## config.mk

```make
export PLATFORM = sky130hd
export DESIGN_NAME = server_info_reply_bot_count_scrubber_flat
export DESIGN_NICKNAME = d
export VERILOG_FILES = /design/src/rtl/sirbc_pkg.sv /design/src/rtl/sirbc_in_if.sv /design/src/rtl/sirbc_out_if.sv /design/src/rtl/sirbc_parse.sv /design/src/rtl/server_info_reply_bot_count_scrubber.sv /design/src/flat_wrapper.sv
export VERILOG_INCLUDE_DIRS = /design/src /design/src/rtl
export SDC_FILE = /design/constraint.sdc
export NUM_CORES = 1
export LEC_CHECK = 0
export BUFFER_PORTS_ARGS = -buffer_cell sky130_fd_sc_hd__buf_2
export CORE_ASPECT_RATIO = 0.5
export CORE_UTILIZATION = 56
export DETAILED_ROUTE_END_ITERATION = 10
export MAX_ROUTING_LAYER = met4
export PLACE_DENSITY_LB_ADDON = 0.3
export SLEW_MARGIN = 20
export SYNTH_ARGS = -nofsm -noshare
export SYNTH_HDL_FRONTEND = slang
export SYNTH_HIERARCHICAL = 1
export SYNTH_SLANG_ARGS = --single-unit
```

## constraint.sdc

```tcl
create_clock -name clk -period 3 [get_ports clk]
set_input_delay 0.15 -clock clk [delete_from_list [all_inputs] [get_ports clk]]
set_output_delay 0.15 -clock clk [all_outputs]
set_load 0.01 [all_outputs]
```

## src/rtl/server_info_reply_bot_count_scrubber_macros.svh

```systemverilog
// Assertion helpers shared by the scrubber RTL.
`ifndef SERVER_INFO_REPLY_BOT_COUNT_SCRUBBER_MACROS_SVH
`define SERVER_INFO_REPLY_BOT_COUNT_SCRUBBER_MACROS_SVH

// The consequent must hold in the same cycle as the antecedent.
`define SIRBC_ASSERT_SAME(label, clk, rst_n, ante, cons, msg) \
  label: assert property (@(posedge clk) disable iff (!rst_n) (ante) |-> (cons)) \
    else $error(msg);

// The consequent must hold in the cycle after the antecedent.
`define SIRBC_ASSERT_NEXT(label, clk, rst_n, ante, cons, msg) \
  label: assert property (@(posedge clk) disable iff (!rst_n) (ante) |=> (cons)) \
    else $error(msg);

`endif

```

## src/rtl/sirbc_pkg.sv

```systemverilog
`timescale 1ns / 1ps

package sirbc_pkg;

  // Parser position within a server-info reply.
  typedef enum logic [4:0] {
    ST_H0      = 5'd0,
    ST_H1      = 5'd1,
    ST_H2      = 5'd2,
    ST_H3      = 5'd3,
    ST_TYPE    = 5'd4,
    ST_ADDR    = 5'd5,
    ST_NAME    = 5'd6,
    ST_MAP     = 5'd7,
    ST_FOLDER  = 5'd8,
    ST_GAME    = 5'd9,
    ST_PLAYERS = 5'd10,
    ST_MAXP    = 5'd11,
    ST_PROTO   = 5'd12,
    ST_STYPE   = 5'd13,
    ST_ENV     = 5'd14,
    ST_VIS     = 5'd15,
    ST_MOD     = 5'd16,
    ST_URL     = 5'd17,
    ST_DLURL   = 5'd18,
    ST_NULLB   = 5'd19,
    ST_VER     = 5'd20,
    ST_SIZE    = 5'd21,
    ST_MTYPE   = 5'd22,
    ST_DLL     = 5'd23,
    ST_VAC     = 5'd24,
    ST_BOTS    = 5'd25,
    ST_FAIL    = 5'd26
  } parse_state_t;

  // Byte codes checked by the parser.
  localparam logic [7:0] CH_HDR   = 8'hff;
  localparam logic [7:0] CH_TYPE  = 8'h6d;  // 'm'
  localparam logic [7:0] CH_COLON = 8'h3a;
  localparam logic [7:0] CH_DOT   = 8'h2e;
  localparam logic [7:0] CH_DIG0  = 8'h30;
  localparam logic [7:0] CH_DIG9  = 8'h39;
  localparam logic [7:0] CH_UD    = 8'h44;  // 'D'
  localparam logic [7:0] CH_LD    = 8'h64;  // 'd'
  localparam logic [7:0] CH_UL    = 8'h4c;  // 'L'
  localparam logic [7:0] CH_LL    = 8'h6c;  // 'l'
  localparam logic [7:0] CH_UW    = 8'h57;  // 'W'
  localparam logic [7:0] CH_LW    = 8'h77;  // 'w'
  localparam logic [7:0] CH_NUL   = 8'h00;
  localparam logic [7:0] CH_ONE   = 8'h01;

  // Remaining bytes of a skipped four-byte long after its first byte.
  localparam logic [1:0] SKIP_LONG = 2'd3;

  // Status from the parser to the output stage.
  typedef struct packed {
    logic zero;       // current beat is the bot count and gets replaced
    logic at_header;  // parser waits for the first header byte
  } parse_status_t;

endpackage

```

## src/rtl/sirbc_in_if.sv

```systemverilog
`timescale 1ns / 1ps

// Input byte stream.
interface sirbc_in_if;
  logic       valid;
  logic       ready;
  logic [7:0] data_in;
  logic       last_in;

  modport source (output valid, output data_in, output last_in, input ready);
  modport sink   (input valid, input data_in, input last_in, output ready);
endinterface

```

## src/rtl/sirbc_out_if.sv

```systemverilog
`timescale 1ns / 1ps

// Output byte stream.
interface sirbc_out_if;
  logic       valid;
  logic       ready;
  logic [7:0] data_out;
  logic       last_out;
  logic       zeroed;

  modport source (output valid, output data_out, output last_out, output zeroed, input ready);
  modport sink   (input valid, input data_out, input last_out, input zeroed, output ready);
endinterface

```

## src/rtl/sirbc_parse.sv

```systemverilog
`timescale 1ns / 1ps
`include "server_info_reply_bot_count_scrubber_macros.svh"

module sirbc_parse (
  input  logic                   clk,
  input  logic                   rst_n,
  input  logic                   enable,
  input  logic                   beat,
  input  logic [7:0]             data,
  input  logic                   last,
  output sirbc_pkg::parse_status_t status
);

  sirbc_pkg::parse_state_t state_r, state_nxt;
  logic       port_seen_r, port_seen_nxt;
  logic       mod_present_r, mod_present_nxt;
  logic [1:0] skip_left_r, skip_left_nxt;
  logic       zero;
  logic       is_flag;
  logic       is_digit;

  assign is_flag  = (data == sirbc_pkg::CH_NUL) || (data == sirbc_pkg::CH_ONE);
  assign is_digit = (data >= sirbc_pkg::CH_DIG0) && (data <= sirbc_pkg::CH_DIG9);

  // Next parse position for the byte on the input.
  always_comb begin
    state_nxt       = state_r;
    port_seen_nxt   = port_seen_r;
    mod_present_nxt = mod_present_r;
    skip_left_nxt   = skip_left_r;
    zero            = 1'b0;
    unique case (state_r)
      sirbc_pkg::ST_H0, sirbc_pkg::ST_H1, sirbc_pkg::ST_H2, sirbc_pkg::ST_H3: begin
        state_nxt = (data == sirbc_pkg::CH_HDR) ?
                    sirbc_pkg::parse_state_t'(state_r + 5'd1) : sirbc_pkg::ST_FAIL;
      end
      sirbc_pkg::ST_TYPE: begin
        state_nxt = (data == sirbc_pkg::CH_TYPE && enable) ?
                    sirbc_pkg::ST_ADDR : sirbc_pkg::ST_FAIL;
      end
      sirbc_pkg::ST_ADDR: begin
        if (data == sirbc_pkg::CH_NUL) begin
          state_nxt = port_seen_r ? sirbc_pkg::ST_NAME : sirbc_pkg::ST_FAIL;
        end else if (data == sirbc_pkg::CH_COLON) begin
          if (port_seen_r) begin
            state_nxt = sirbc_pkg::ST_FAIL;
          end else begin
            port_seen_nxt = 1'b1;
          end
        end else if (data == sirbc_pkg::CH_DOT) begin
          if (port_seen_r) begin
            state_nxt = sirbc_pkg::ST_FAIL;
          end
        end else if (!is_digit) begin
          state_nxt = sirbc_pkg::ST_FAIL;
        end
      end
      sirbc_pkg::ST_NAME, sirbc_pkg::ST_MAP, sirbc_pkg::ST_FOLDER, sirbc_pkg::ST_GAME,
      sirbc_pkg::ST_URL, sirbc_pkg::ST_DLURL: begin
        if (data == sirbc_pkg::CH_NUL) begin
          state_nxt = sirbc_pkg::parse_state_t'(state_r + 5'd1);
        end
      end
      sirbc_pkg::ST_PLAYERS, sirbc_pkg::ST_MAXP, sirbc_pkg::ST_PROTO: begin
        state_nxt = sirbc_pkg::parse_state_t'(state_r + 5'd1);
      end
      sirbc_pkg::ST_STYPE: begin
        state_nxt = (data == sirbc_pkg::CH_UD || data == sirbc_pkg::CH_LD ||
                     data == sirbc_pkg::CH_UL || data == sirbc_pkg::CH_LL) ?
                    sirbc_pkg::ST_ENV : sirbc_pkg::ST_FAIL;
      end
      sirbc_pkg::ST_ENV: begin
        state_nxt = (data == sirbc_pkg::CH_UW || data == sirbc_pkg::CH_LW ||
                     data == sirbc_pkg::CH_UL || data == sirbc_pkg::CH_LL) ?
                    sirbc_pkg::ST_VIS : sirbc_pkg::ST_FAIL;
      end
      sirbc_pkg::ST_VIS: begin
        state_nxt = is_flag ? sirbc_pkg::ST_MOD : sirbc_pkg::ST_FAIL;
      end
      sirbc_pkg::ST_MOD: begin
        if (!is_flag) begin
          state_nxt = sirbc_pkg::ST_FAIL;
        end else begin
          mod_present_nxt = data[0];
          state_nxt       = data[0] ? sirbc_pkg::ST_URL : sirbc_pkg::ST_VAC;
        end
      end
      sirbc_pkg::ST_NULLB: begin
        if (data != sirbc_pkg::CH_NUL) begin
          state_nxt = sirbc_pkg::ST_FAIL;
        end else begin
          skip_left_nxt = sirbc_pkg::SKIP_LONG;
          state_nxt     = sirbc_pkg::ST_VER;
        end
      end
      sirbc_pkg::ST_VER, sirbc_pkg::ST_SIZE: begin
        // Each long takes four beats; the count reloads between the two.
        if (skip_left_r != 2'd0) begin
          skip_left_nxt = skip_left_r - 2'd1;
        end else begin
          skip_left_nxt = (state_r == sirbc_pkg::ST_VER) ? sirbc_pkg::SKIP_LONG : 2'd0;
          state_nxt     = sirbc_pkg::parse_state_t'(state_r + 5'd1);
        end
      end
      sirbc_pkg::ST_MTYPE: begin
        state_nxt = is_flag ? sirbc_pkg::ST_DLL : sirbc_pkg::ST_FAIL;
      end
      sirbc_pkg::ST_DLL: begin
        state_nxt = is_flag ? sirbc_pkg::ST_VAC : sirbc_pkg::ST_FAIL;
      end
      sirbc_pkg::ST_VAC: begin
        state_nxt = is_flag ? sirbc_pkg::ST_BOTS : sirbc_pkg::ST_FAIL;
      end
      sirbc_pkg::ST_BOTS: begin
        // The bot count is scrubbed only when it closes the packet.
        zero      = last;
        state_nxt = sirbc_pkg::ST_FAIL;
      end
      default: begin
        state_nxt = sirbc_pkg::ST_FAIL;
      end
    endcase
    // The last beat of any packet restarts the parse.
    if (last) begin
      state_nxt       = sirbc_pkg::ST_H0;
      port_seen_nxt   = 1'b0;
      mod_present_nxt = 1'b0;
      skip_left_nxt   = 2'd0;
    end
  end

  // Parse state advances on every accepted beat.
  always_ff @(posedge clk) begin
    if (!rst_n) begin
      state_r       <= sirbc_pkg::ST_H0;
      port_seen_r   <= 1'b0;
      mod_present_r <= 1'b0;
      skip_left_r   <= 2'd0;
    end else if (beat) begin
      state_r       <= state_nxt;
      port_seen_r   <= port_seen_nxt;
      mod_present_r <= mod_present_nxt;
      skip_left_r   <= skip_left_nxt;
    end
  end

  assign status.zero      = zero;
  assign status.at_header = (state_r == sirbc_pkg::ST_H0);

  // A mod section is only walked after the mod flag was set.
  `SIRBC_ASSERT_SAME(a_mod_section, clk, rst_n,
    (state_r == sirbc_pkg::ST_URL || state_r == sirbc_pkg::ST_DLURL ||
     state_r == sirbc_pkg::ST_NULLB || state_r == sirbc_pkg::ST_VER ||
     state_r == sirbc_pkg::ST_SIZE || state_r == sirbc_pkg::ST_MTYPE ||
     state_r == sirbc_pkg::ST_DLL),
    mod_present_r, "mod section without mod flag")
  // The address string cannot end without a port.
  `SIRBC_ASSERT_SAME(a_port_before_name, clk, rst_n, state_r == sirbc_pkg::ST_NAME,
    port_seen_r, "name reached without port")
  // The skip counter runs only inside the two skipped longs.
  `SIRBC_ASSERT_SAME(a_skip_scope, clk, rst_n, skip_left_r != 2'd0,
    (state_r == sirbc_pkg::ST_VER || state_r == sirbc_pkg::ST_SIZE),
    "skip count outside longs")

endmodule

```

## src/rtl/server_info_reply_bot_count_scrubber.sv

```systemverilog
`timescale 1ns / 1ps

// Byte-stream filter for server-info replies: every beat on in_ch is forwarded on
// out_ch through a single output register, and a new beat
// is accepted every cycle while out_ch keeps up (one byte per clock sustained).
// When cfg_wdata was written as 1, the packet parser checks each reply and, if it is
// well formed and the bot-count byte is the final beat, forwards that byte as zero
// with zeroed set. The enable is sampled at the type byte of each packet and should
// be written only while the stream is idle.
`include "server_info_reply_bot_count_scrubber_macros.svh"

module server_info_reply_bot_count_scrubber (
  input  logic               clk,
  input  logic               rst_n,
  input  logic               cfg_we,
  input  logic               cfg_wdata,
  sirbc_in_if.sink           in_ch,
  sirbc_out_if.source        out_ch
);

  logic                      scrub_enable_r;
  logic                      out_valid_r;
  logic [7:0]                data_r;
  logic                      last_r;
  logic                      zeroed_r;
  logic                      beat;
  sirbc_pkg::parse_status_t  status;

  // Configuration register.
  always_ff @(posedge clk) begin
    if (!rst_n) begin
      scrub_enable_r <= 1'b0;
    end else if (cfg_we) begin
      scrub_enable_r <= cfg_wdata;
    end
  end

  // Accept whenever the output register is empty or drains this cycle.
  assign in_ch.ready = !out_valid_r || out_ch.ready;
  assign beat        = in_ch.valid && in_ch.ready;

  sirbc_parse u_parse (
    .clk    (clk),
    .rst_n  (rst_n),
    .enable (scrub_enable_r),
    .beat   (beat),
    .data   (in_ch.data_in),
    .last   (in_ch.last_in),
    .status (status)
  );

  // Output register valid flag.
  always_ff @(posedge clk) begin
    if (!rst_n) begin
      out_valid_r <= 1'b0;
    end else if (beat) begin
      out_valid_r <= 1'b1;
    end else if (out_ch.ready) begin
      out_valid_r <= 1'b0;
    end
  end

  // Output register payload.
  always_ff @(posedge clk) begin
    if (beat) begin
      data_r   <= status.zero ? 8'd0 : in_ch.data_in;
      last_r   <= in_ch.last_in;
      zeroed_r <= status.zero;
    end
  end

  assign out_ch.valid    = out_valid_r;
  assign out_ch.data_out = data_r;
  assign out_ch.last_out = last_r;
  assign out_ch.zeroed   = zeroed_r;

  // A scrubbed beat closes its packet and carries zero.
  `SIRBC_ASSERT_SAME(a_zeroed_last, clk, rst_n, out_valid_r && zeroed_r,
    last_r && (data_r == 8'd0), "zeroed beat not last or not zero")
  // Unscrubbed beats pass through unchanged.
  `SIRBC_ASSERT_NEXT(a_pass_through, clk, rst_n, beat && !status.zero,
    out_valid_r && (data_r == $past(in_ch.data_in)) && !zeroed_r, "byte altered")
  // The parser restarts after every final beat.
  `SIRBC_ASSERT_NEXT(a_restart, clk, rst_n, beat && in_ch.last_in,
    status.at_header && last_r, "parser not restarted")

endmodule
```

## src/flat_wrapper.sv

```systemverilog
// flat-port wrapper written by rule: the top's interface ports become plain ports
module server_info_reply_bot_count_scrubber_flat 
  (clk, rst_n, cfg_we, cfg_wdata, in_ch_valid, in_ch_data_in, in_ch_last_in, in_ch_ready, out_ch_valid, out_ch_data_out, out_ch_last_out, out_ch_zeroed, out_ch_ready);
  sirbc_in_if in_ch_i ();
  sirbc_out_if out_ch_i ();
  input  logic clk;
  input  logic rst_n;
  input  logic cfg_we;
  input  logic cfg_wdata;
  input wire logic [$bits(in_ch_i.valid)-1:0] in_ch_valid;
  input wire logic [$bits(in_ch_i.data_in)-1:0] in_ch_data_in;
  input wire logic [$bits(in_ch_i.last_in)-1:0] in_ch_last_in;
  output wire logic [$bits(in_ch_i.ready)-1:0] in_ch_ready;
  output wire logic [$bits(out_ch_i.valid)-1:0] out_ch_valid;
  output wire logic [$bits(out_ch_i.data_out)-1:0] out_ch_data_out;
  output wire logic [$bits(out_ch_i.last_out)-1:0] out_ch_last_out;
  output wire logic [$bits(out_ch_i.zeroed)-1:0] out_ch_zeroed;
  input wire logic [$bits(out_ch_i.ready)-1:0] out_ch_ready;
  assign in_ch_i.valid = in_ch_valid;
  assign in_ch_i.data_in = in_ch_data_in;
  assign in_ch_i.last_in = in_ch_last_in;
  assign in_ch_ready = in_ch_i.ready;
  assign out_ch_valid = out_ch_i.valid;
  assign out_ch_data_out = out_ch_i.data_out;
  assign out_ch_last_out = out_ch_i.last_out;
  assign out_ch_zeroed = out_ch_i.zeroed;
  assign out_ch_i.ready = out_ch_ready;
  server_info_reply_bot_count_scrubber u_core (.clk(clk), .rst_n(rst_n), .cfg_we(cfg_we), .cfg_wdata(cfg_wdata), .in_ch(in_ch_i), .out_ch(out_ch_i));
endmodule
```

==> results of run 1 <==
[state kept, by name, summed over array words and instances (netlist names)]
| name | cells |
|---|---|
| u_core/u_parse/port_seen_r | 1 |
| u_core/out_ch.last_out | 1 |
| u_core/scrub_enable_r | 1 |
| u_core/out_ch.data_out | 8 |
| u_core/out_ch.valid | 1 |
| u_core/u_parse/state_r | 5 |
| u_core/u_parse/skip_left_r | 2 |
| u_core/out_ch.zeroed | 1 |
[cell usage in the layout (no fill, tap or decap), types with 6 or more instances in the layout]
master and count:
edfxtp_1 10, buf_2 26, dfxtp_1 10, nand4_1 7, nand2_1 9, nor2b_1 17
nand3_1 6, inv_1 9, nor2_1 15, o21ai_0 10
[cell type report]
type / instances / area (um2) / area share [%]
Clock buffer: 3 / 41.3 / 2.30
Sequential cell: 20 / 500 / 27.9
Multi-Input combinational cell: 146 / 991 / 55.2
Clock inverter: 1 / 30.0 / 1.67
Timing Repair Buffer: 29 / 153 / 8.50
Tap cell: 37 / 46.3 / 2.58
Inverter: 9 / 33.8 / 1.88
[where the power goes]
group	switching [mW]	leakage, nW	internal (mW)
Clock	0.0923	0.0357	0.178
Sequential	0.0182	0.179	0.304
Combinational	0.102	0.497	0.0758
[worst max-delay path, stage by stage (launching register included)]
cell and delay [ns]:
dfxtp_1 0.43, inv_1 0.11, ha_1 0.28, nor2_1 0.30
o221ai_1 0.20, a211o_1 0.34, or2_2 0.31, a2111oi_0 0.44
o22ai_1 0.11
[per-stage QoR]
stage | hold slack, ns | area, um2
6_report | 0.142 | 1800
5_1_grt | 0.153 | 1800
4_1_cts | 0.133 | 1800
3_5_place_dp | 0.412 | 1720
3_3_place_gp | 0.405 | 1720
2_1_floorplan | 0.249 | 1570
[routing by layer]
metal,track usage (%),part of all wire (%)
met1,40.3,46
met2,42.9,42
met3,6.74,10
met4,13.0,1.9
met5,-,0
[path summary, 6_finish.rpt]
| kind | start | end | cells past startpoint |
|---|---|---|---|
| worst max register to register | u_core/u_parse/state_r[1] | u_core/u_parse/state_r[4] | 8 |
| worst min-delay path | in_ch_valid | u_core/out_ch.valid | 3 |
| worst max-delay path | u_core/u_parse/state_r[1] | u_core/u_parse/state_r[4] | 8 |
| worst min register to register | u_core/out_ch.valid | u_core/out_ch.valid | 2 |
==> impl_metrics.py, run 1 <==
metrics = {
    "timing": {
        "final-max-slew-violation-count": 0,
        "tns_ns": 0,
        "finalSetupViolCount": 0,
        "relSlewSlack_pct": 49.0,
        "max_clock_freq_mhz": 375,
        "worst_slack_ns": 0.334,
        "hold_violations": 0,
        "fin_crit_ns": 2.67,
        "tightest_slew_ns": 0.757,
        "rsz0062_at_grt": "false",
        "period_share_pct": 88.9,
        "finClkSkew_ns": 0.00807,
    },
    "placement": {
        "place.gp.congestion": 0.959,
        "place_inst": 241,
        "post-dp-hpwl_mm": 2.98,
        "placement.io_buffers": 26,
        "pre_cts_slack_ns": 0.422,
    },
    "power_and_ir_drop": {
        "power_uw": 770,
        "p_leak_nw": 0.712,
        "irDropWorstVdd_uv": 302,
        "power_density_mw_per_mm2": 429,
    },
    "critical_path": {
        "crit_arrival_ns": 2.80,
        "start_kind": "flop",
        "r2r_setup_slack_ns": 0.33,
        "cp.required_ns": 3.13,
        "criticalPathCategory": "flop to flop",
        "critPathMaxFanout": 7,
        "crit_path_end_kind": "flop",
    },
    "detailed_routing": {
        "wirelength_mm": 4.05,
        "ant_nets": 0,
        "wire_per_inst_um": 16.5,
        "vias": 1575,
        "vias_per_cell": 6.43,
        "route.detailed.drc": 0,
        "first_pass_iters": 6,
        "detail_route.iter0.violations": 244,
    },
    "synth": {
        "postSynthCellCount": 185,
        "netlist_area_mm2": 0.00157,
        "syn_avg_cell_area_um2": 8.48,
        "ys_warn_count": 6,
        "synthesis.nets": 205,
    },
    "clock_network": {
        "hold_buffers": 0,
        "postCtsSetupRepairBufs": 0,
        "cts_resized": 0,
        "cts_tree": "built",
        "clockBufferDepth": 2,
        "root_buffer": "clkbuf_8",
        "clk_pin_slew_worst_paths_ns": 0.08,
        "clkSinkCount": 20,
        "cts_made_buffers": 3,
        "htree_num_levels": 1,
        "clock_latency_ns": 0.26,
    },
    "worst_hold_path": {
        "hp-class": "primary input to flop",
    },
    "floorplan": {
        "core_mm2": 0.00262,
        "fp.dieH_um": 39.4,
        "start_util_pct": 59.9,
        "fp.dieArea_mm2": 0.00303,
        "fp.dieW_um": 76.9,
        "io_pins": 27,
        "rows": 13,
    },
    "global_route": {
        "grt_max_degree": 19,
        "overflow": 0,
        "track_usage_pct": 29.8,
        "antenna_found_initial": 0,
        "grt_pass1_vias": 1264,
        "grt_pass1_wl_mm": 6.38,
    },
    "finish": {
        "final_nets": 229,
        "utilization_pct": 68.6,
        "antenna_cells": 0,
        "fillCellCount": 215,
        "syn_to_final_growth_pct": 14.4,
        "layout.cells.non_filler": 245,
        "layout-drive-gt1-share_pct": 19.7,
    },
    "status": {
        "status": "complete, no violations",
    },
    "flow_run": {
        "cap_violations": 0,
    },
}
Note: power is estimated with default switching activity, not from simulation.
==> run 2: changes to the inputs <==
Settings changed: PLACE_DENSITY set to 0.79, PLACE_DENSITY_LB_ADDON 0.3 to not set.
==> impl_metrics.py, run 2 (synthesis gave the netlist of run 1 again) <==
metrics = {
    "status": {
        "status": "complete, no violations",
    },
    "power_and_ir_drop": {
        "power_frac_clock_pct": 35.0,
        "p_leak_nw": 0.712,
        "p_comb_share_pct": 23.1,
        "power_density_mw_per_mm2": 427,
        "p_seq_share_pct": 41.9,
        "p_sw_uw": 210,
        "p_sw_share_pct": 27.4,
        "irDropWorstVdd_uv": 241,
        "internal-power_uw": 557,
    },
    "detailed_routing": {
        "first_pass_iters": 4,
        "vias_per_cell": 6.25,
        "wirelength_mm": 3.97,
        "wire_per_inst_um": 16.2,
        "detail_route.iter0.violations": 175,
        "vias": 1531,
        "route.detailed.drc": 0,
        "ant_nets": 0,
    },
    "floorplan": {
        "start_util_pct": 59.9,
        "fp.dieH_um": 39.4,
        "core_mm2": 0.00262,
        "io_pins": 27,
        "fp.dieArea_mm2": 0.00303,
        "fp.dieW_um": 76.9,
        "rows": 13,
    },
    "critical_path": {
        "critPathMaxFanout": 7,
        "crit_arrival_ns": 2.79,
        "cp.required_ns": 3.12,
        "crit_chain": "inv_1 > ha_1 > nor2_1 > o221ai_1 > a211o_1 > or2_2 > a2111oi_0 > o22ai_1",
        "rr_endpoint": "u_core/u_parse/state_r[4]",
        "crit_buf_inv": 1,
        "crit_path_end_kind": "flop",
        "cp_slowest_cell": "dfxtp_1",
        "critical-path-top-delay-family": "compound AO/OA/AOI/OAI gates",
        "criticalPathCategory": "flop to flop",
        "start_kind": "flop",
        "max_stage_delay_ns": 0.44,
        "r2r_setup_slack_ns": 0.34,
        "reg2reg_from": "u_core/u_parse/state_r[1]",
        "r2r_cells": 8,
    },
    "placement": {
        "placement.io_buffers": 26,
        "place.gp.congestion": 0.978,
        "placed_area_mm2": 0.00172,
        "post-dp-hpwl_mm": 2.99,
    },
    "timing": {
        "fin_crit_ns": 2.66,
        "hold_violations": 0,
        "finalSetupViolCount": 0,
        "final-max-slew-violation-count": 0,
        "finClkSkew_ns": 0.00318,
        "tns_ns": 0,
        "tightest_slew_ns": 0.749,
        "period_share_pct": 88.8,
        "rsz0062_at_grt": "false",
        "max_clock_freq_mhz": 375,
        "relSlewSlack_pct": 49.5,
    },
    "clock_network": {
        "clock_latency_ns": 0.26,
        "cts_made_buffers": 3,
        "htree_num_levels": 1,
        "cts_resized": 0,
        "cts_tree": "built",
        "clkSinkCount": 20,
        "postCtsSetupRepairBufs": 0,
        "root_buffer": "clkbuf_8",
        "clk_pin_slew_worst_paths_ns": 0.08,
        "hold_buffers": 0,
        "clockBufferDepth": 2,
    },
    "global_route": {
        "grt_use_met3_pct": 5.58,
        "busiest_layer": "met2",
        "overflow": 0,
        "antenna_found_initial": 0,
        "track_usage_pct": 29.1,
        "met1_usage_pct": 40.8,
        "grt_pass1_vias": 1269,
        "grt_pass1_wl_mm": 6.33,
        "grt_max_degree": 19,
        "grt_util_met2_pct": 44.0,
    },
    "finish": {
        "antenna_cells": 0,
        "fillCellCount": 227,
        "final_cell_mix": "buf_2, nor2b_1, nor2_1",
        "syn_to_final_growth_pct": 14.4,
        "final_nets": 229,
        "stdcell_area_mm2": 0.00180,
        "multi_input_area_um2": 991,
        "layout-drive-gt1-share_pct": 19.7,
        "mostFrequentLayoutCell": "buf_2",
        "largest_reg_flops": 8,
        "seq_area_um2": 500,
    },
    "worst_hold_path": {
        "min_to": "u_core/out_ch.valid",
        "hold_depth": 3,
        "hold_path_startpoint": "in_ch_valid",
        "hp-class": "primary input to flop",
    },
    "flow_run": {
        "cap_violations": 0,
    },
}
[run 2: cell counts in the layout (fill, tap and decap cells not counted)]
No cell type changed its count.
[run 2: stage by stage]
step           cells  util (%)  setup slack (ns)  hold WS [ns]  power (mW)
2_1_floorplan    185         -             0.680         0.249       0.444
3_3_place_gp     241      65.8             0.512         0.405       0.497
3_5_place_dp     241      65.8             0.410         0.413       0.501
4_1_cts          245      68.6             0.400         0.142       0.768
5_1_grt          245      68.6             0.160         0.160       0.808
6_report         245      68.6             0.336         0.144       0.767
[run 2: tightest hold or removal path: stages]
cell	delay, ns
buf_2	0.11
inv_1	0.06
a21boi_2	0.04
[run 2: power groups by stage]
stage          Clock, mW  Sequential [mW]  Combinational [mW]
6_report           0.268            0.322               0.177
5_1_grt            0.290            0.324               0.194
4_1_cts            0.273            0.321               0.174
3_3_place_gp           0            0.326               0.170
2_1_floorplan          0            0.322               0.121
3_5_place_dp           0            0.328               0.173
[run 2: area by class of cell]
type,instances,share of cell area (%)
timing repair buffer,29,8.50
clock buffer,3,2.30
clock inverter,1,1.67
inverter,9,1.88
tap,37,2.58
multi-input combinational,146,55.2
sequential,20,27.9
[run 2: how the worst max path moves through the flow]
stage                                    from  slack (ns)  depth (start not counted)                   endpoint
floorplan           u_core/u_parse/state_r[0]        0.68                          8  u_core/u_parse/state_r[4]
global placement    u_core/u_parse/state_r[0]        0.51                          8  u_core/u_parse/state_r[1]
detailed placement  u_core/u_parse/state_r[0]        0.41                          8  u_core/u_parse/state_r[4]
CTS                 u_core/u_parse/state_r[0]        0.40                          8  u_core/u_parse/state_r[1]
global route        u_core/u_parse/state_r[0]        0.16                          8  u_core/u_parse/state_r[4]
finish              u_core/u_parse/state_r[1]        0.34                          8  u_core/u_parse/state_r[4]
[run 2: layer usage]
metal | share of wire [%] | vias to the layer above | wire, um
li1 | - | 754 | -
met1 | 47 | 702 | 1880
met2 | 43 | 73 | 1730
met3 | 9.0 | 2 | 357
met4 | 0.35 | 0 | 14
met5 | 0 | - | 0
==> run 3: changes to the inputs <==
Settings changed: CORE_UTILIZATION 56 to 40, PLACE_DENSITY 0.79 to 0.59.
==> impl_metrics.py, run 3 (synthesis gave the netlist of run 1 again) <==
metrics = {
    "status": {
        "status": "complete, no violations",
    },
    "detailed_routing": {
        "wire_per_inst_um": 16.0,
        "ant_nets": 0,
        "route.detailed.drc": 0,
        "wirelength_mm": 4.14,
        "vias": 1581,
        "first_pass_iters": 5,
        "vias_per_cell": 6.10,
        "detail_route.iter0.violations": 207,
    },
    "finish": {
        "largest_reg_flops": 8,
        "stdcell_area_mm2": 0.00181,
        "syn_to_final_growth_pct": 15.6,
        "layout-drive-gt1-share_pct": 19.7,
        "final_nets": 229,
        "mostFrequentLayoutCell": "buf_2",
        "layout.cells.non_filler": 259,
        "seq_area_um2": 500,
        "multi_input_area_um2": 991,
        "final_cell_mix": "buf_2, nor2b_1, nor2_1",
        "utilization_pct": 50.6,
        "antenna_cells": 0,
        "fillCellCount": 345,
    },
    "timing": {
        "rsz0062_at_grt": "false",
        "tightest_slew_ns": 0.680,
        "worst_slack_ns": 0.323,
        "final-max-slew-violation-count": 0,
        "finClkSkew_ns": 0.00894,
        "hold_violations": 0,
        "hold_slack_ns": 0.146,
        "fin_crit_ns": 2.68,
        "period_share_pct": 89.2,
        "max_clock_freq_mhz": 374,
        "relSlewSlack_pct": 54.2,
        "tns_ns": 0,
        "finalSetupViolCount": 0,
    },
    "critical_path": {
        "criticalPathCategory": "flop to flop",
        "crit_arrival_ns": 2.81,
        "max_stage_delay_ns": 0.44,
        "crit_buf_inv": 1,
        "crit_path_end_kind": "flop",
        "critical-path-top-delay-family": "compound AO/OA/AOI/OAI gates",
        "start_kind": "flop",
        "crit_chain": "inv_1 > ha_1 > nor2_1 > o221ai_1 > a211o_1 > or2_2 > a2111oi_0 > o22ai_1",
        "critPathMaxFanout": 7,
        "cp_slowest_cell": "a2111oi_0",
        "cp.required_ns": 3.13,
    },
    "clock_network": {
        "cts_resized": 0,
        "cts_made_buffers": 3,
        "hold_buffers": 0,
        "cts_tree": "built",
        "clockBufferDepth": 2,
        "postCtsSetupRepairBufs": 0,
        "root_buffer": "clkbuf_8",
        "htree_num_levels": 1,
        "clkSinkCount": 20,
        "clk_pin_slew_worst_paths_ns": 0.08,
        "clock_latency_ns": 0.26,
    },
    "floorplan": {
        "fp.dieW_um": 90.6,
        "io_pins": 27,
        "fp.dieH_um": 46.3,
        "start_util_pct": 43.8,
        "core_mm2": 0.00358,
        "fp.dieArea_mm2": 0.00419,
        "rows": 15,
    },
    "global_route": {
        "grt_pass1_wl_mm": 6.64,
        "grt_max_degree": 19,
        "track_usage_pct": 21.7,
        "grt_pass1_vias": 1286,
        "antenna_found_initial": 0,
        "overflow": 0,
    },
    "worst_hold_path": {
        "hp-class": "primary input to flop",
    },
    "placement": {
        "place.gp.congestion": 0.941,
        "placed_area_mm2": 0.00174,
        "place_inst": 255,
        "post-dp-hpwl_mm": 3.08,
        "placement.io_buffers": 26,
        "pre_cts_slack_ns": 0.389,
    },
    "power_and_ir_drop": {
        "power_density_mw_per_mm2": 424,
        "power_uw": 769,
        "p_leak_nw": 0.712,
        "irDropWorstVdd_uv": 155,
    },
    "flow_run": {
        "cap_violations": 0,
    },
}
run 3: worst paths after layout:
| path | end | slack (ns) | cells after the start | from |
|---|---|---|---|---|
| min | u_core/out_ch.valid | 0.15 | 3 | in_ch_valid |
| max reg2reg | u_core/u_parse/state_r[1] | 0.32 | 8 | u_core/u_parse/state_r[0] |
| max | u_core/u_parse/state_r[1] | 0.32 | 8 | u_core/u_parse/state_r[0] |
| min reg2reg | u_core/u_parse/skip_left_r[1] | 0.51 | 2 | u_core/u_parse/skip_left_r[1] |
run 3: tightest hold or removal path, cell delays in order:
cell and delay (ns):
buf_2 0.11, inv_1 0.06, a21boi_2 0.04
run 3: report_power, final:
| group | leakage [nW] | total [mW] | internal, mW | switching, mW |
|---|---|---|---|---|
| clock network | 0.0357 | 0.269 | 0.178 | 0.0910 |
| logic | 0.497 | 0.178 | 0.0756 | 0.102 |
| registers | 0.179 | 0.323 | 0.304 | 0.0188 |
run 3: area by class of cell:
cell class | instances | share of cell area (%)
multi-input cells | 146 | 54.7
flip-flops and latches | 20 | 27.6
repair buffers | 29 | 8.42
well taps | 51 | 3.52
clock buffers | 3 | 2.28
inverters | 9 | 1.86
clock inverters | 1 | 1.66
run 3: metal layers:
metal / global-route usage (%) / wire (um) / up-vias
li1: - / - / 752
met1: 31.0 / 2000 / 729
met2: 31.4 / 1700 / 96
met3: 4.79 / 422 / 4
met4: 4.19 / 12 / 0
met5: - / 0 / -
